### config.mk
export PLATFORM = sky130hd
export DESIGN_NAME = gcd_hsq
export DESIGN_NICKNAME = d
export VERILOG_FILES = /design/src/rtl/gcd_pkg.sv /design/src/rtl/gcd_hsq.sv
export SDC_FILE = /design/constraint.sdc
export NUM_CORES = 2
export LEC_CHECK = 0
export BUFFER_PORTS_ARGS = -buffer_cell sky130_fd_sc_hd__buf_2
export CELL_PAD_IN_SITES_DETAIL_PLACEMENT = 1
export CELL_PAD_IN_SITES_GLOBAL_PLACEMENT = 1
export CORE_AREA = 4 4 388 199
export CTS_CLUSTER_DIAMETER = 60
export DETAILED_ROUTE_END_ITERATION = 8
export DIE_AREA = 0 0 392 203
export PLACE_DENSITY_LB_ADDON = 0.1
export SYNTH_ARGS = -nofsm -noshare
export SYNTH_HDL_FRONTEND = slang
export SYNTH_SLANG_ARGS = --single-unit
### constraint.sdc
create_clock -name i_clk -period 11 [get_ports i_clk]
set_input_delay 0.55 -clock i_clk [delete_from_list [all_inputs] [get_ports i_clk]]
set_output_delay 0.55 -clock i_clk [all_outputs]
set_load 0.01 [all_outputs]
### src/rtl/gcd_pkg.sv
// Package for the great-circle distance pipeline: widths, fixed-point
// constants, stage counts and the CORDIC arctangent table.
// No dependencies.
package gcd_pkg;

    localparam int CORDIC_STEPS = 24;
    localparam int N_STEPS      = (CORDIC_STEPS > 32) ? 32 : CORDIC_STEPS;

    localparam int W_LAT    = 24;
    localparam int W_LON    = 25;
    localparam int W_DIST   = 23;
    localparam int W_ROT    = 34;   // rotation CORDIC x, y, z (Q30)
    localparam int W_VEC    = 36;   // vectoring CORDIC x, y (Q31)
    localparam int W_SQ_IN  = 64;
    localparam int W_SQ_OUT = 32;
    localparam int N_LANES  = 3;    // lat a, lat b, longitude difference

    localparam logic signed [27:0] DEG90  = 28'sd5898240;
    localparam logic signed [27:0] DEG180 = 28'sd11796480;
    localparam logic signed [27:0] DEG360 = 28'sd23592960;

    localparam logic signed [27:0]       TO_RAD_Q32   = 28'sd74961321;
    localparam logic signed [W_ROT-1:0]  INV_GAIN_Q30 = W_ROT'(652032874);
    localparam logic [15:0]              DIAM_KM      = 16'd12742;
    localparam logic [W_DIST-1:0]        DIST_MAX     = W_DIST'(5124000);

    typedef logic signed [W_ROT-1:0] t_rot;
    typedef logic signed [W_VEC-1:0] t_vec;

    function automatic logic [31:0] atan_q30(input int i);
        logic [31:0] v;
        case (i)
            0:  v = 32'h3243F6A8;
            1:  v = 32'h1DAC6705;
            2:  v = 32'h0FADBAFC;
            3:  v = 32'h07F56EA6;
            4:  v = 32'h03FEAB76;
            5:  v = 32'h01FFD55B;
            6:  v = 32'h00FFFAAA;
            7:  v = 32'h007FFF55;
            8:  v = 32'h003FFFEA;
            9:  v = 32'h001FFFFD;
            10: v = 32'h000FFFFF;
            11: v = 32'h0007FFFF;
            12: v = 32'h0003FFFF;
            13: v = 32'h0001FFFF;
            14: v = 32'h0000FFFF;
            15: v = 32'h00007FFF;
            16: v = 32'h00003FFF;
            17: v = 32'h00001FFF;
            18: v = 32'h00000FFF;
            19: v = 32'h000007FF;
            20: v = 32'h000003FF;
            21: v = 32'h000001FF;
            22: v = 32'h000000FF;
            23: v = 32'h0000007F;
            24: v = 32'h0000003F;
            25: v = 32'h0000001F;
            26: v = 32'h0000000F;
            27: v = 32'h00000008;
            28: v = 32'h00000004;
            29: v = 32'h00000002;
            30: v = 32'h00000001;
            default: v = 32'h00000000;
        endcase
        return v;
    endfunction

endpackage

### src/rtl/gcd_hsq.sv
// Half-chord clamp to one (Q31) and 2^62 - h^2 for the cosine side.
// Two register stages. Depends on gcd_pkg.
module gcd_hsq (
    input  logic                         i_clk,
    input  logic                         i_rst_n,
    input  logic                         i_en,
    input  logic                         i_valid,
    input  logic [gcd_pkg::W_SQ_OUT-1:0] i_h,
    output logic                         o_valid,
    output logic [gcd_pkg::W_SQ_IN-1:0]  o_gg,
    output logic [gcd_pkg::W_SQ_OUT-1:0] o_h
);
    import gcd_pkg::*;

    localparam logic [W_SQ_OUT-1:0] ONE_Q31 = W_SQ_OUT'(1) << 31;

    logic [W_SQ_OUT-1:0] hc;
    logic                r_v1, r_v2;
    logic [W_SQ_OUT-1:0] r_h1, r_h2;
    logic [W_SQ_IN-1:0]  r_hh, r_gg;

    assign hc = (i_h > ONE_Q31) ? ONE_Q31 : i_h;

    always_ff @(posedge i_clk) begin
        if (!i_rst_n) begin
            r_v1 <= 1'b0;
            r_v2 <= 1'b0;
        end else if (i_en) begin
            r_v1 <= i_valid;
            r_v2 <= r_v1;
        end
    end

    always_ff @(posedge i_clk) begin
        if (i_en) begin
            r_h1 <= hc;
            r_hh <= W_SQ_IN'(hc) * W_SQ_IN'(hc);
            r_h2 <= r_h1;
            r_gg <= (W_SQ_IN'(1) << 62) - r_hh;
        end
    end

    assign o_valid = r_v2;
    assign o_gg    = r_gg;
    assign o_h     = r_h2;
endmodule

==> summary.md <==
| Metric | Value |
|---|---|
| Final Skew | 31.50 ps |
| CTS Buf Count | 17 |
| Req. time, crit path | 11300 ps |
| Final WL | 129100 microns |
| Crit-path max cell delay | 590 ps |
| Final critical-path share of the clock period | 92.61% |
| Initial antenna violation count | 13 |
| Post-CTS Hold Buffers | 0 |
| Cell count after placement | 4684 |
| Drt via density | 5.624 |
| Post-synth EDFFs | 188 |
| Setup WS post-layout | 813.2 ps |
| Nets | 4835 |
| Setup tns final | 0 ps |
| Post-route DRC | 0 |
| Max Freq | 0.09817 GHz |
| First-pass GRT wire length | 193700 microns |
| Placer Congestion | 0.9611 |
| Post-layout minimum cycle time | 10190 ps |
| GR Util All Layers | 33.59% |
| Finished Layout Cells | 4716 |
| Slew margin rel. | 36.77% |
| Post-CTS setup buffers | 0 |
| TritonCTS clock tree | built |
| Slew at the pin closest to its max-slew limit | 939.8 ps |
| Length of the first detailed-routing pass in iterations | 5 |
| Setup crit end kind | flip-flop |
| Final hold slack | 268.0 ps |
| Initial Util | 49.24% |
| Hold Fails Final Rpt | 0 |
| Synth Cell Area | 0.03648 sq mm |
| Data arrival time of the critical path | 10490 ps |
| Worst setup SP type | input port |
| Core ar. | 0.07409 sq mm |
| Maximum number of pins on one net before global-route repair | 92 |
| Root Driver | clkbuf_16 |
| Initial DRC count | 2555 |
| Standard-cell row count | 71 |
| Chip width | 392 microns |
| Synth Instances | 3603 |
| Pre-CTS WS | 546.2 ps |
| Slowest-stage cell, CP | fa_1 |
| Syn Area/Cell | 10.13 sq um |
| Fraction of registers with async set/reset | 0% |
| Port Buf Inserts | 132 |
| Status | finished clean |
| CTS Sinks | 190 |
| Number of diodes | 0 |
| CP max FO | 91 |
| Critical path class | input port to flip-flop |
| Register area | 0.005685 sq mm |
| I/O pin count | 133 |
| Ys Warns | 0 |
| Clock-pin slew on the worst setup and hold paths | 90 ps |
| Yosys reg bits | 190 |
| Worst min-delay path class | input port to flip-flop |
| Routed Antenna Nets | 0 |
| Die ar. | 0.07958 sq mm |
| Area of the multi-input gates | 0.02664 sq mm |
| Top FF cell, synth | edfxtp_1 |
| Post-DP HPWL | 104900 microns |
| Fraction of layout cells with a size suffix above 1 | 7.237% |
| CTS H-Tree Depth | 4 |
| Post_cts resized | 0 |
| GRT overflow | 0 |
| Final setup viols | 0 |
| Worst path most repeated cell | fa_1 |
| Seq/Total Area, Yosys | 15.58% |
| Die Y | 203 microns |
| Later-pin clock latency in the skew report | 530 ps |
| Vias in the first global route | 29085 |
| Max-cap viol count | 0 |
| RSZ-0062 raised after global routing | no |
| CTS Buffer Depth | 2 |
| Layout area overhead | 7.504% |
| # fillers | 8255 |
| Vias | 26522 |
| Avg WL per Cell | 27.38 microns |
| Post-synthesis cell type count | 71 |
| Max Slew Vio Count | 0 |
-- cell usage in the layout, fill, tap and decap left out, types with 20 or more instances in the layout --
cell | Yosys | layout
a21o_1 | 32 | 32
a21oi_1 | 76 | 76
and2_1 | 53 | 53
and3_1 | 221 | 221
buf_2 | 0 | 131
buf_4 | 2 | 79
conb_1 | 2 | 48
edfxtp_1 | 188 | 188
fa_1 | 793 | 793
ha_1 | 288 | 288
inv_1 | 989 | 989
nand2_1 | 298 | 298
nand3_1 | 21 | 21
nand4_1 | 20 | 20
nor2_1 | 57 | 57
nor3_1 | 22 | 22
o21ai_0 | 41 | 40
xnor2_1 | 86 | 86
xor2_1 | 64 | 64
-- metrics by stage --
step,utilization (%),cell area [sq um]
floorplan,-,36660
global placement,52.07,38570
detailed placement,52.07,38570
CTS,52.94,39220
global route,52.94,39220
finish,52.94,39220
-- state kept, by name (all words and copies together) (netlist names) --
register,cells
o_h,31
o_valid,1
r_hh,62
r_h1,32
o_gg,63
r_v1,1
-- cell type report --
type | instances | area share [%]
clock buffers | 17 | 1.085
clock inverters | 15 | 0.5615
inverters | 989 | 9.465
multi-input cells | 2307 | 67.93
flip-flops and latches | 190 | 14.50
well taps | 985 | 3.142
repair buffers | 213 | 3.321
-- critical path: cells and delay by family --
family	cells	cell delay [ps]
adder cells (fa/ha/maj)	9	4690
AND/OR/NAND/NOR	8	2510
AO/OA/AOI/OAI	6	1950
buffers and inverters	3	690
-- routing by layer --
layer | global-route usage (%) | up-vias | wire length (microns)
li1 | - | 11093 | -
met3 | 10.45 | 104 | 15100
met4 | 6.351 | 2 | 2201
met1 | 52.78 | 14080 | 59990
met2 | 45.49 | 1243 | 51820
met5 | 0 | - | 18
-- worst paths after layout --
| path | from | to | slack, ps | cells past startpoint |
|---|---|---|---|---|
| worst max-delay path | i_h[23] | r_hh[57]$_DFFE_PP_ | 810 | 26 |
| worst max register to register | r_hh[5]$_DFFE_PP_ | o_gg[59]$_DFFE_PP_ | 7160 | 9 |
| worst min-delay path | i_rst_n | o_valid$_SDFFE_PN0P_ | 270 | 2 |
| worst min register to register | r_h1[27]$_DFFE_PP_ | o_h[27]$_DFFE_PP_ | 430 | 0 |
-- Yosys cell counts, types with 3 or more instances --
library cell	count	area (sq um)
and2_0	5	31.28
and2_1	53	331.6
a31oi_1	12	75.07
inv_1	989	3712
o41ai_1	3	26.28
a21o_1	32	240.2
xnor2_1	86	753.2
nand2_1	298	1119
a41oi_1	3	26.28
o21bai_1	14	105.1
edfxtp_1	188	5645
o211ai_1	7	52.55
nor2b_1	17	106.4
mux2i_1	4	40.04
nor2_1	57	214.0
ha_1	288	3603
a211oi_1	7	52.55
a21oi_1	76	380.4
o31ai_1	4	30.03
o21a_1	5	37.54
or3_1	17	106.4
a21boi_0	4	30.03
nor3b_1	3	22.52
or2_2	3	18.77
nor4_1	14	87.58
a31o_2	9	78.83
or4_1	7	52.55
o21ai_0	41	205.2
and3_1	221	1383
nand3_1	21	105.1
nand2b_1	11	68.82
buf_1	6	22.52
nor3_1	22	110.1
nand4_1	20	125.1
xor2_1	64	560.5
clkbuf_1	154	578.1
fa_1	793	15880
-- logic make-up (layout without fill, tap and decap cells) --
kind of cell	Yosys count	in the layout	synth area share (%)
adders and majority gates	1081	1081	53.39
other	2	48	0.02059
AOI/OAI and AO/OA	240	240	4.249
xor gates and xnor gates	150	150	3.601
muxes	5	5	0.1406
buffers and inverters	1152	1234	11.89
and+or+nand+nor	783	783	11.12
DFF	190	190	15.58
Power is left out: the tool's default activity adds up to more than one toggle a clock period on the data nets, which glitch-free logic cannot reach.
