**config.mk**
```make
export PLATFORM = sky130hd
export DESIGN_NAME = gcd_isqrt
export DESIGN_NICKNAME = d
export VERILOG_FILES = /design/src/rtl/gcd_pkg.sv /design/src/rtl/gcd_isqrt.sv
export SDC_FILE = /design/constraint.sdc
export NUM_CORES = 2
export LEC_CHECK = 0
export BUFFER_PORTS_ARGS = -buffer_cell sky130_fd_sc_hd__buf_2
export CORE_UTILIZATION = 50
export DETAILED_ROUTE_END_ITERATION = 12
export PLACE_DENSITY = 0.76
export SYNTH_ARGS = -nofsm -noshare
export SYNTH_HDL_FRONTEND = slang
export SYNTH_SLANG_ARGS = --single-unit
```
**constraint.sdc**
```tcl
create_clock -name i_clk -period 4.9 [get_ports i_clk]
set_input_delay 0.245 -clock i_clk [delete_from_list [all_inputs] [get_ports i_clk]]
set_output_delay 0.245 -clock i_clk [all_outputs]
set_load 0.02 [all_outputs]
```
**src/rtl/gcd_pkg.sv**
```systemverilog
// Package for the great-circle distance pipeline: widths, fixed-point
// constants, stage counts and the CORDIC arctangent table.
// No dependencies.
package gcd_pkg;

    localparam int CORDIC_STEPS = 24;
    localparam int N_STEPS      = (CORDIC_STEPS > 32) ? 32 : CORDIC_STEPS;

    localparam int W_LAT    = 24;
    localparam int W_LON    = 25;
    localparam int W_DIST   = 23;
    localparam int W_ROT    = 34;   // rotation CORDIC x, y, z (Q30)
    localparam int W_VEC    = 36;   // vectoring CORDIC x, y (Q31)
    localparam int W_SQ_IN  = 64;
    localparam int W_SQ_OUT = 32;
    localparam int N_LANES  = 3;    // lat a, lat b, longitude difference

    localparam logic signed [27:0] DEG90  = 28'sd5898240;
    localparam logic signed [27:0] DEG180 = 28'sd11796480;
    localparam logic signed [27:0] DEG360 = 28'sd23592960;

    localparam logic signed [27:0]       TO_RAD_Q32   = 28'sd74961321;
    localparam logic signed [W_ROT-1:0]  INV_GAIN_Q30 = W_ROT'(652032874);
    localparam logic [15:0]              DIAM_KM      = 16'd12742;
    localparam logic [W_DIST-1:0]        DIST_MAX     = W_DIST'(5124000);

    typedef logic signed [W_ROT-1:0] t_rot;
    typedef logic signed [W_VEC-1:0] t_vec;

    function automatic logic [31:0] atan_q30(input int i);
        logic [31:0] v;
        case (i)
            0:  v = 32'h3243F6A8;
            1:  v = 32'h1DAC6705;
            2:  v = 32'h0FADBAFC;
            3:  v = 32'h07F56EA6;
            4:  v = 32'h03FEAB76;
            5:  v = 32'h01FFD55B;
            6:  v = 32'h00FFFAAA;
            7:  v = 32'h007FFF55;
            8:  v = 32'h003FFFEA;
            9:  v = 32'h001FFFFD;
            10: v = 32'h000FFFFF;
            11: v = 32'h0007FFFF;
            12: v = 32'h0003FFFF;
            13: v = 32'h0001FFFF;
            14: v = 32'h0000FFFF;
            15: v = 32'h00007FFF;
            16: v = 32'h00003FFF;
            17: v = 32'h00001FFF;
            18: v = 32'h00000FFF;
            19: v = 32'h000007FF;
            20: v = 32'h000003FF;
            21: v = 32'h000001FF;
            22: v = 32'h000000FF;
            23: v = 32'h0000007F;
            24: v = 32'h0000003F;
            25: v = 32'h0000001F;
            26: v = 32'h0000000F;
            27: v = 32'h00000008;
            28: v = 32'h00000004;
            29: v = 32'h00000002;
            30: v = 32'h00000001;
            default: v = 32'h00000000;
        endcase
        return v;
    endfunction

endpackage

```
**src/rtl/gcd_isqrt.sv**
```systemverilog
// Pipelined floor square root, one result bit per register stage, with
// a side word carried alongside. Depends on gcd_pkg.
module gcd_isqrt (
    input  logic                         i_clk,
    input  logic                         i_rst_n,
    input  logic                         i_en,
    input  logic                         i_valid,
    input  logic [gcd_pkg::W_SQ_IN-1:0]  i_n,
    input  logic [gcd_pkg::W_SQ_OUT-1:0] i_side,
    output logic                         o_valid,
    output logic [gcd_pkg::W_SQ_OUT-1:0] o_root,
    output logic [gcd_pkg::W_SQ_OUT-1:0] o_side
);
    import gcd_pkg::*;

    localparam int NB = W_SQ_OUT;
    localparam int WT = W_SQ_IN + 2;

    logic [W_SQ_IN-1:0] s_rem  [NB+1];
    logic [NB-1:0]      s_r    [NB+1];
    logic [NB-1:0]      s_side [NB+1];
    logic               s_v    [NB+1];

    assign s_rem[0]  = i_n;
    assign s_r[0]    = '0;
    assign s_side[0] = i_side;
    assign s_v[0]    = i_valid;

    for (genvar j = 0; j < NB; j++) begin : g_bit
        localparam int K = NB - 1 - j;
        logic [WT-1:0]      trial;
        logic               take;
        logic               r_v;
        logic [W_SQ_IN-1:0] r_rem;
        logic [NB-1:0]      r_r, r_side;

        // (r + 2^K)^2 - r^2 = r*2^(K+1) + 2^(2K)
        assign trial = (WT'(s_r[j]) << (K + 1)) + (WT'(1) << (2 * K));
        assign take  = WT'(s_rem[j]) >= trial;

        always_ff @(posedge i_clk) begin
            if (!i_rst_n) begin
                r_v <= 1'b0;
            end else if (i_en) begin
                r_v <= s_v[j];
            end
        end

        always_ff @(posedge i_clk) begin
            if (i_en) begin
                r_rem  <= take ? W_SQ_IN'(WT'(s_rem[j]) - trial) : s_rem[j];
                r_r    <= take ? (s_r[j] | (NB'(1) << K)) : s_r[j];
                r_side <= s_side[j];
            end
        end

        assign s_v[j+1]    = r_v;
        assign s_rem[j+1]  = r_rem;
        assign s_r[j+1]    = r_r;
        assign s_side[j+1] = r_side;
    end

    assign o_valid = s_v[NB];
    assign o_root  = s_r[NB];
    assign o_side  = s_side[NB];
endmodule

```
==> reports/qor.log <==
INFO  yosys          synth-seq-area-share=70.2%
INFO  yosys          yosys_warnings=0
INFO  yosys          synth.lib_cells_used.distinct=91
INFO  worst_setup_path critical_path_class=flip-flop to flip-flop
INFO  worst_setup_path worst-path-max-fanout=12
INFO  pwr            seqPwrFrac=49.7%
INFO  final_layout   layout.filler_cells=23200
INFO  worst_setup_path cp_top_family=simple AND/OR/NAND/NOR gates
INFO  sta            rsz0062_at_grt=no
INFO  pwr            static-leakage-power=63.1nW
INFO  placement      port-buffer-count=164
INFO  clocking       num_clock_sinks=3568
INFO  placement      placement.setup.worst_slack=341ps
INFO  worst_setup_path slowest_cp_cell=sky130_fd_sc_hd__nor4_1
INFO  route          via_density_per_instance=5.73
INFO  final_layout   finish.utilization=56.8%
INFO  outcome        status=finished, final reports clean
INFO  global_route   grt_pass1_vias=87400
INFO  global_route   wire_length_of_the_first_global_routing_pass=515mm
INFO  floorplanning  die_span_in_y=554microns
INFO  pwr            cellPowerDensity=472nW/um^2
INFO  placement      dp_hpwl=242mm
INFO  pwr            switching_share=27.8%
INFO  yosys          mappedNetlistNets=11300
INFO  sta            setup_violations=0
INFO  yosys          synth_top_cells_by_count=3536 x sky130_fd_sc_hd__edfxtp_1, 697 x sky130_fd_sc_hd__inv_1, 622 x sky130_fd_sc_hd__a21oi_1
INFO  pwr            p_switching=22.5mW
INFO  pwr            power_frac_comb=17.1%
INFO  sta            post-route-period-util=91.3%
INFO  global_route   globalRoute.busiestLayer=met2
INFO  yosys          synth_most_common_cell=sky130_fd_sc_hd__edfxtp_1
INFO  yosys          post_synth_instance_area=152000squm
INFO  worst_setup_path cp_cell_sequence=ha_1 > nand2_1 > nor2_1 > nand4_1 > nor4_1 > buf_4 > nand3_1 > nand4b_1 > a211oi_4 > or4_1 > nor4b_1 > xor2_1
INFO  min_path       hold_path_depth=2
INFO  route          route.antenna.remaining_nets=0
INFO  clocking       cts-htree-levels=5
INFO  final_layout   finalNetCount=12000
INFO  clocking       post_cts_buffers=0
INFO  clocking       clkSlewWorstSetupHoldPaths=60ps
INFO  route          route.vias.total=89500
INFO  clocking       clk-insertion-delay-late=950ps
INFO  floorplanning  die-area=306000squm
INFO  yosys          syn_area_per_cell=14.2squm
INFO  min_path       hold_path_class=primary input to flip-flop
INFO  yosys          synthArstFlopShare=0%
INFO  sta            finalSetupTns=0ps
INFO  placement      rd_place_congestion=0.950
INFO  worst_setup_path critPathMaxStageDelay=650ps
INFO  sta            hold_violations=0
INFO  floorplanning  design.core.area=303000squm
INFO  sta            fin_skew=87.4ps
INFO  pwr            max_ir_drop_vdd=0.393mV
INFO  pwr            intPower=58.6mW
INFO  worst_setup_path setup.worst_path.start_class=flip-flop
INFO  global_route   groute.usage.overall=21.7%
INFO  worst_setup_path timing.critical_path.to_type=flip-flop
INFO  worst_setup_path rr_worst_depth=12
INFO  worst_setup_path critPathRequiredTime=5530ps
INFO  placement      dpl_cell_area=158000squm
INFO  yosys          synth_top_cells_by_area=sky130_fd_sc_hd__edfxtp_1 70%, sky130_fd_sc_hd__ha_1 4.6%, sky130_fd_sc_hd__xnor2_1 2.6%
INFO  floorplanning  top_level_ports=165
INFO  final_layout   finalInstanceArea=172000squm
INFO  clocking       tritoncts.num_buffers=361
INFO  sta            timing.slew.headroom=23.2%
INFO  route          drt-pass1-iter-count=9
INFO  global_route   met2_grt_util=37.0%
INFO  final_layout   drive_gt1_share=8.49%
INFO  global_route   grt_overflow_total=0
INFO  route          detail_route.wl_per_cell=21.8microns
INFO  yosys          synth.top_cell.area_share=69.8%
INFO  yosys          ys_seq_elements=3568
INFO  route          detail_route.wirelength=340mm
INFO  clocking       clock-root-buffer=sky130_fd_sc_hd__clkbuf_16
INFO  clocking       cts_tree=yes
INFO  route          drc=0
INFO  clocking       cts-resized-gates=0
INFO  sta            timing_max_transition_violations_final=0
INFO  floorplanning  num_rows=202
INFO  global_route   grtUsageMet3=3.06%
INFO  yosys          synth_area_leader_cell=sky130_fd_sc_hd__edfxtp_1
INFO  floorplanning  initial_utilization=50.2%
INFO  sta            tightestPinTransition=1150ps
INFO  yosys          synthCells=10700
INFO  clocking       cts-root-to-sink-buffers=4
INFO  route          dr.first_iter.drc_count=9314
INFO  global_route   grt_antenna_before_repair=9
INFO  sta            timing.fmax=224MHz
INFO  sta            period_needed=4470ps
INFO  global_route   use_met1=28.3%
INFO  global_route   grt_start_max_net_pins=180
INFO  floorplanning  die_width=554microns
INFO  yosys          ys_dominant_reg_cell=sky130_fd_sc_hd__edfxtp_1
INFO  pwr            clock_power_share=33.2%
INFO  sta            worst_slack=427ps
INFO  final_layout   area_growth=13.1%
INFO  flow_run       cap_viol_max_count=0
INFO  yosys          synth_enable_flop_cells=3536
INFO  worst_setup_path timing.critical_path.arrival=5100ps
INFO  worst_setup_path critical_path_cell_count=12
INFO  worst_setup_path timing.critical_path.buf_inv=1
INFO  worst_setup_path regToRegSetupSlack=430ps
INFO  pwr            power=81.1mW
==> cell type report <==
type	count	area [sq um]	area share (%)
sequential	3568	107000	62.1
multi-input combinational	6203	41900	24.4
clock buffer	433	9360	5.44
tap	3978	4980	2.89
timing repair buffer	498	4070	2.37
inverter	698	2620	1.52
clock inverter	226	2240	1.30
antenna	6	15.0	0.00873
==> flip-flops by register name (all words and copies together), names as in the netlist <==
register	count
g_bit.r_r	496
g_bit.r_rem	1984
g_bit.r_side	992
g_bit.r_v	31
o_root	32
o_side	32
o_valid	1
==> logic make-up after synthesis <==
kind of cell / count (synthesis) / synth area share (%)
AO/OA/AOI/OAI: 1805 / 7.29
XOR/XNOR: 876 / 5.05
adder cells (fa/ha/maj): 558 / 4.59
buffers and inverters: 904 / 2.25
flip-flops: 3568 / 70.2
multiplexers: 128 / 0.920
AND/OR/NAND/NOR: 2836 / 9.66
==> layout by cell type, fill, tap and decap left out, drive strengths merged, types with 269 or more instances in the layout <==
cell type  instances
xor2             419
nor3             269
edfxtp          3536
inv              712
o21ai            443
nand2            595
clkbuf           434
a21oi            622
ha               558
nor2             617
buf              306
xnor2            457
nor4             335
==> per-layer routing <==
layer  vias up  wire [microns]
met2      3327          166000
met4         4           12500
met3       708           21400
li1      41600               -
met5         -              42
met1     43800          140000
==> path summary, 6_finish.rpt <==
| path | endpoint | startpoint |
|---|---|---|
| min | g_bit[0].r_side[25] | i_side[25] |
| min reg2reg | g_bit[17].r_side[30] | g_bit[16].r_side[30] |
| max reg2reg | g_bit[30].r_rem[45] | g_bit[29].r_rem[26] |
| max | g_bit[30].r_rem[45] | g_bit[29].r_rem[26] |
==> metrics by stage <==
| step | cells | hold slack, ps |
|---|---|---|
| global route | 15600 | 33.8 |
| global placement | 14800 | 400 |
| floorplan | 10700 | 344 |
| detailed placement | 14800 | 405 |
| CTS | 15600 | 5.19 |
| finish | 15600 | 83.0 |
==> power by group through the flow <==
stage / combinational, mW / sequential, mW / clock, mW
finish: 13.9 / 40.3 / 26.9
global route: 15.3 / 40.6 / 28.7
CTS: 13.8 / 40.2 / 27.5
detailed placement: 13.5 / 40.8 / 0
global placement: 13.3 / 40.8 / 0
floorplan: 9.62 / 39.6 / 0
==> timing repair <==
| item | 4_1_cts | 5_1_grt |
|---|---|---|
| hold buffers | 191 | 0 |
| hold endpoints to repair | 157 | 0 |
| setup endpoints to repair | 0 | 0 |
Note: power is estimated with default switching activity, not from simulation.
