<file path="src/rtl/gcd_pkg.sv">
// Package for the great-circle distance pipeline: widths, fixed-point
// constants, stage counts and the CORDIC arctangent table.
// No dependencies.
package gcd_pkg;

    localparam int CORDIC_STEPS = 24;
    localparam int N_STEPS      = (CORDIC_STEPS > 32) ? 32 : CORDIC_STEPS;

    localparam int W_LAT    = 24;
    localparam int W_LON    = 25;
    localparam int W_DIST   = 23;
    localparam int W_ROT    = 34;   // rotation CORDIC x, y, z (Q30)
    localparam int W_VEC    = 36;   // vectoring CORDIC x, y (Q31)
    localparam int W_SQ_IN  = 64;
    localparam int W_SQ_OUT = 32;
    localparam int N_LANES  = 3;    // lat a, lat b, longitude difference

    localparam logic signed [27:0] DEG90  = 28'sd5898240;
    localparam logic signed [27:0] DEG180 = 28'sd11796480;
    localparam logic signed [27:0] DEG360 = 28'sd23592960;

    localparam logic signed [27:0]       TO_RAD_Q32   = 28'sd74961321;
    localparam logic signed [W_ROT-1:0]  INV_GAIN_Q30 = W_ROT'(652032874);
    localparam logic [15:0]              DIAM_KM      = 16'd12742;
    localparam logic [W_DIST-1:0]        DIST_MAX     = W_DIST'(5124000);

    typedef logic signed [W_ROT-1:0] t_rot;
    typedef logic signed [W_VEC-1:0] t_vec;

    function automatic logic [31:0] atan_q30(input int i);
        logic [31:0] v;
        case (i)
            0:  v = 32'h3243F6A8;
            1:  v = 32'h1DAC6705;
            2:  v = 32'h0FADBAFC;
            3:  v = 32'h07F56EA6;
            4:  v = 32'h03FEAB76;
            5:  v = 32'h01FFD55B;
            6:  v = 32'h00FFFAAA;
            7:  v = 32'h007FFF55;
            8:  v = 32'h003FFFEA;
            9:  v = 32'h001FFFFD;
            10: v = 32'h000FFFFF;
            11: v = 32'h0007FFFF;
            12: v = 32'h0003FFFF;
            13: v = 32'h0001FFFF;
            14: v = 32'h0000FFFF;
            15: v = 32'h00007FFF;
            16: v = 32'h00003FFF;
            17: v = 32'h00001FFF;
            18: v = 32'h00000FFF;
            19: v = 32'h000007FF;
            20: v = 32'h000003FF;
            21: v = 32'h000001FF;
            22: v = 32'h000000FF;
            23: v = 32'h0000007F;
            24: v = 32'h0000003F;
            25: v = 32'h0000001F;
            26: v = 32'h0000000F;
            27: v = 32'h00000008;
            28: v = 32'h00000004;
            29: v = 32'h00000002;
            30: v = 32'h00000001;
            default: v = 32'h00000000;
        endcase
        return v;
    endfunction

endpackage

</file>
<file path="src/rtl/gcd_front.sv">
// Front end: latitude clamp, longitude difference wrap and fold, then
// degrees to radians (Q30). Two register stages. Depends on gcd_pkg.
module gcd_front (
    input  logic                             i_clk,
    input  logic                             i_rst_n,
    input  logic                             i_en,
    input  logic                             i_valid,
    input  logic signed [gcd_pkg::W_LAT-1:0] i_lat_a,
    input  logic signed [gcd_pkg::W_LON-1:0] i_lon_a,
    input  logic signed [gcd_pkg::W_LAT-1:0] i_lat_b,
    input  logic signed [gcd_pkg::W_LON-1:0] i_lon_b,
    output logic                             o_valid,
    output gcd_pkg::t_rot                    o_ang [gcd_pkg::N_LANES],
    output logic                             o_neg
);
    import gcd_pkg::*;

    logic signed [27:0] d_raw, d_wrap, d_fold;
    logic signed [27:0] la_ext, lb_ext;
    logic               neg;
    logic signed [23:0] n_la, n_lb, n_d;

    logic               r_v1, r_v2, r_neg1, r_neg2;
    logic signed [23:0] r_deg [N_LANES];
    t_rot               r_ang [N_LANES];

    always_comb begin
        d_raw  = 28'(i_lon_a) - 28'(i_lon_b) + DEG180;
        if (d_raw < 0) begin
            d_wrap = d_raw + DEG360;
        end else if (d_raw >= DEG360) begin
            d_wrap = d_raw - DEG360;
        end else begin
            d_wrap = d_raw;
        end
        d_wrap = d_wrap - DEG180;
        neg = 1'b0;
        if (d_wrap > DEG90) begin
            d_fold = d_wrap - DEG180;
            neg    = 1'b1;
        end else if (d_wrap < -DEG90) begin
            d_fold = d_wrap + DEG180;
            neg    = 1'b1;
        end else begin
            d_fold = d_wrap;
        end
        la_ext = 28'(i_lat_a);
        lb_ext = 28'(i_lat_b);
        n_la = 24'((la_ext > DEG90) ? DEG90 : ((la_ext < -DEG90) ? -DEG90 : la_ext));
        n_lb = 24'((lb_ext > DEG90) ? DEG90 : ((lb_ext < -DEG90) ? -DEG90 : lb_ext));
        n_d  = 24'(d_fold);
    end

    always_ff @(posedge i_clk) begin
        if (!i_rst_n) begin
            r_v1 <= 1'b0;
            r_v2 <= 1'b0;
        end else if (i_en) begin
            r_v1 <= i_valid;
            r_v2 <= r_v1;
        end
    end

    always_ff @(posedge i_clk) begin
        if (i_en) begin
            r_deg[0] <= n_la;
            r_deg[1] <= n_lb;
            r_deg[2] <= n_d;
            r_neg1   <= neg;
            r_neg2   <= r_neg1;
        end
    end

    // Q16 * Q32 = Q48, rounded to Q30
    for (genvar l = 0; l < N_LANES; l++) begin : g_rad
        logic signed [51:0] prod, rnd;
        assign prod = 52'(r_deg[l]) * 52'(TO_RAD_Q32);
        assign rnd  = prod + (52'sd1 <<< 17);
        always_ff @(posedge i_clk) begin
            if (i_en) begin
                r_ang[l] <= $signed(rnd[18+W_ROT-1:18]);
            end
        end
        assign o_ang[l] = r_ang[l];
    end

    assign o_valid = r_v2;
    assign o_neg   = r_neg2;

    a_lon_folded: assert property (@(posedge i_clk) disable iff (!i_rst_n)
        r_v1 |-> (28'(r_deg[2]) <= DEG90) && (28'(r_deg[2]) >= -DEG90))
        else $error("longitude difference not folded into +-90 degrees");
    a_lat_clamped: assert property (@(posedge i_clk) disable iff (!i_rst_n)
        r_v1 |-> (28'(r_deg[0]) <= DEG90) && (28'(r_deg[0]) >= -DEG90)
              && (28'(r_deg[1]) <= DEG90) && (28'(r_deg[1]) >= -DEG90))
        else $error("latitude escaped clamp");
endmodule

</file>
<file path="config.mk">
export PLATFORM = sky130hd
export DESIGN_NAME = gcd_front
export DESIGN_NICKNAME = d
export VERILOG_FILES = /design/src/rtl/gcd_pkg.sv /design/src/rtl/gcd_front.sv
export SDC_FILE = /design/constraint.sdc
export NUM_CORES = 2
export LEC_CHECK = 0
export BUFFER_PORTS_ARGS = -buffer_cell sky130_fd_sc_hd__buf_2
export CORE_ASPECT_RATIO = 1.75
export CORE_MARGIN = 8
export CORE_UTILIZATION = 45
export DETAILED_ROUTE_END_ITERATION = 8
export PLACE_DENSITY = 0.68
export SYNTH_ARGS = -nofsm -noshare
export SYNTH_HDL_FRONTEND = slang
export SYNTH_SLANG_ARGS = --single-unit
</file>
<file path="constraint.sdc">
create_clock -name i_clk -period 10.1 [get_ports i_clk]
set_input_delay 1.01 -clock i_clk [delete_from_list [all_inputs] [get_ports i_clk]]
set_output_delay 1.01 -clock i_clk [all_outputs]
set_load 0.1 [all_outputs]
</file>
==> results.yml <==
timing:
  finalSetupTns_ps: 0
  hold_viol: 0
  max_freq_mhz: 111
  slew_violations: 0
  grt_setup_unrepaired: "no"
  tightest_slew_ps: 1030
  period_share_pct: 89.4
  setup_viol: 0
  period_minus_slack_ps: 9030
  slew-limit-headroom_pct: 30.8
  skew_ps: 19.0
min_path:
  hold_path_class: "register to register"
  hold_depth: 0
  min_to: "o_neg$_DFFE_PP_"
  min-delay-start: "r_neg1$_SDFFCE_PN1P_"
cts:
  path_clk_slew_ps: 80
  cts_resized: 0
  postCtsSetupBuffers: 0
  tritoncts: "built"
  clockRootBuffer: "clkbuf_16"
  hold_buffers: 0
  cts_buffers: 17
  h-tree-depth: 4
  cts_num_sinks: 178
  clk_path_buf_depth: 2
  clk_latency_ps: 530
detailed_routing:
  vias_per_cell: 5.11
  first_pass_iters: 5
  vias: 26400
  drt_iter0_markers: 912
  totalWireLength_um: 104000
  drcViolationCount: 0
  drtAntennaViolNets: 0
  drt-wirelength-per-cell_um: 20.2
critical_path:
  arrival_ps: 9320
  cp-end-kind: "register"
  cpPeakStageDelay_ps: 860
  crit_slowest_cell: "a221oi_1"
  setup.worst_path.class: "register to register"
  cp-start-kind: "register"
  timing.critical_path.mode_cell: "fa_1"
  rr_startpoint: "r_deg[0][6]$_SDFFCE_PP0P_"
  r2r_setup_slack_ps: 1070
  r2r_cells: 28
  critPathMaxFanout: 7
  required_ps: 10390
  r2r_end: "r_ang[0][33]$_DFFE_PP_"
finish:
  synthToLayoutAreaGrowth_pct: 7.55
  fin_nets: 5646
  num_antenna_cells: 0
  drive_gt1_share_pct: 7.22
synth:
  synth_fa_ha_area_share_pct: 61.8
  synth_top_family_by_area: "adder cells"
  yosysSeqAreaShare_pct: 13.2
  synth.area.mux_share_pct: 0.353
  syn_inst: 3762
  syn_nets: 5432
  synth_warnings: 0
  synth_compound_area_share_pct: 6.47
  async_flop_share_pct: 0
  synth_edf_count: 176
  synth_ff_type: "edfxtp_1"
  synth_simple_gate_area_share_pct: 5.14
  synth_seq_cells: 178
  synth_area_per_cell_um2: 10.7
  synth_xor_area_share_pct: 2.44
  synthesis.area_mm2: 0.0404
  synth.distinct_cells: 98
global_route:
  antenna_found_initial: 0
  grt_pass1_vias: 30600
  grt_usage_pct: 21.8
  grt_overflow: 0
  grt_pass1_wl_um: 166000
  grt_max_degree: 78
floorplan:
  dieArea_mm2: 0.100
  rows: 145
  core_mm2: 0.0891
  die_height_um: 412
  fp.dieW_um: 243
  io-pin-count: 206
  start_util_pct: 45.4
placement:
  dp_hpwl_um: 94200
  port_buffers: 205
  place.gp.congestion: 0.975
job:
  cap_violations: 0
outcome:
  status: "completed"
how the worst max path moves through the flow:
stage / to / from / cells past startpoint / slack, ps
floorplan: r_ang[0][33]$_DFFE_PP_ / r_deg[0][6]$_SDFFCE_PP0P_ / 28 / 2320
global placement: r_ang[0][33]$_DFFE_PP_ / r_deg[0][6]$_SDFFCE_PP0P_ / 28 / 1150
detailed placement: r_ang[0][33]$_DFFE_PP_ / r_deg[0][6]$_SDFFCE_PP0P_ / 28 / 1010
CTS: r_ang[0][33]$_DFFE_PP_ / r_deg[0][6]$_SDFFCE_PP0P_ / 28 / 1010
global route: r_ang[0][33]$_DFFE_PP_ / r_deg[0][6]$_SDFFCE_PP0P_ / 28 / 590
finish: r_ang[0][33]$_DFFE_PP_ / r_deg[0][6]$_SDFFCE_PP0P_ / 28 / 1070
cell usage in the layout, fill, tap and decap left out, types with 5 or more instances in the layout:
cell	instances
fa_1	715
inv_6	6
or2_2	14
a31oi_1	6
nand3_1	28
o31a_1	6
a21boi_0	6
o21a_1	33
or3_1	10
and4_1	7
o211a_1	5
nand2b_1	12
nor2_1	91
nor3_1	33
o21ai_0	51
nor2b_1	25
edfxtp_1	176
o211ai_1	8
nand2_1	63
o21bai_1	17
a211oi_1	12
inv_1	1114
a21o_1	48
nor4_1	9
mux2i_1	12
clkbuf_16	17
o31ai_1	13
nand4_1	18
a211o_1	8
o21ai_1	7
a21oi_1	91
xor2_1	37
and2_1	46
xnor2_1	70
and3_1	11
buf_2	204
buf_4	7
ha_1	853
cells by family (layout without fill, tap and decap cells):
family / after synthesis / count (layout)
fa+ha+maj: 1568 / 1568
flops: 178 / 178
compound gates: 366 / 366
mux: 14 / 14
xor+xnor: 110 / 110
simple gates: 392 / 392
buf+inv: 1134 / 1360
synthesized netlist by cell type (all sizes together), types with 14 or more instances:
| library cell | n | share of area [%] |
|---|---|---|
| a211oi | 14 | 0.30 |
| edfxtp | 176 | 13 |
| o21ai | 58 | 0.72 |
| nand2 | 64 | 0.60 |
| and2 | 47 | 0.73 |
| o31ai | 14 | 0.27 |
| or2 | 19 | 0.30 |
| nand3 | 29 | 0.37 |
| xor2 | 38 | 0.84 |
| a21o | 48 | 0.89 |
| inv | 1117 | 10 |
| a21oi | 92 | 1.1 |
| o21bai | 17 | 0.32 |
| nor2b | 25 | 0.39 |
| fa | 715 | 35 |
| xnor2 | 72 | 1.6 |
| nor2 | 91 | 0.85 |
| nor3 | 33 | 0.41 |
| nand4 | 19 | 0.31 |
| o21a | 33 | 0.61 |
| ha | 853 | 26 |
area by class of cell:
class | instances | area (um^2)
flip-flops and latches | 178 | 5330
inverters | 1117 | 4190
clock inverters | 12 | 145
repair buffers | 212 | 1090
multi-input cells | 2450 | 30800
clock buffers | 19 | 433
well taps | 1176 | 1470
fillers | 8171 | 45600
worst max-delay path, delay by kind of cell (launching register included):
kind                       cells  cell delay [ps]
AOI/OAI and AO/OA             13             3840
xor gates and xnor gates       1              130
and+or+nand+nor                1               70
buffers and inverters          5              290
adders and majority gates      8             3900
DFF                            1              560
flip-flops by register name, summed over array words and instances, names as in the netlist:
name     count
o_neg        1
r_v1         1
r_neg1       1
r_deg       72
r_ang      102
o_valid      1
routing by layer:
metal | routed length [um] | up-vias | global-route usage, %
met2 | 57900 | 545 | 42.6
met3 | 2810 | 280 | 2.93
met4 | 7620 | 0 | 14.4
met5 | 0 | - | 0
met1 | 36000 | 13200 | 21.0
li1 | - | 12300 | -
per-stage QoR:
stage                     area, um^2  utilization (%)  cells  hold WS, ps  setup WS (ps)
after floorplan                40400                -   3762          400           2320
after global placement         42900             48.1   5133          403           1150
after detailed placement       42900             48.1   5133          406           1010
after CTS                      43500             48.8   5164          422           1010
after global routing           43500             48.8   5164          429            589
final                          43500             48.8   5164          422           1070
Power is not shown: default switching activity piles up to over one toggle a cycle in this logic, so the estimate is an artifact.
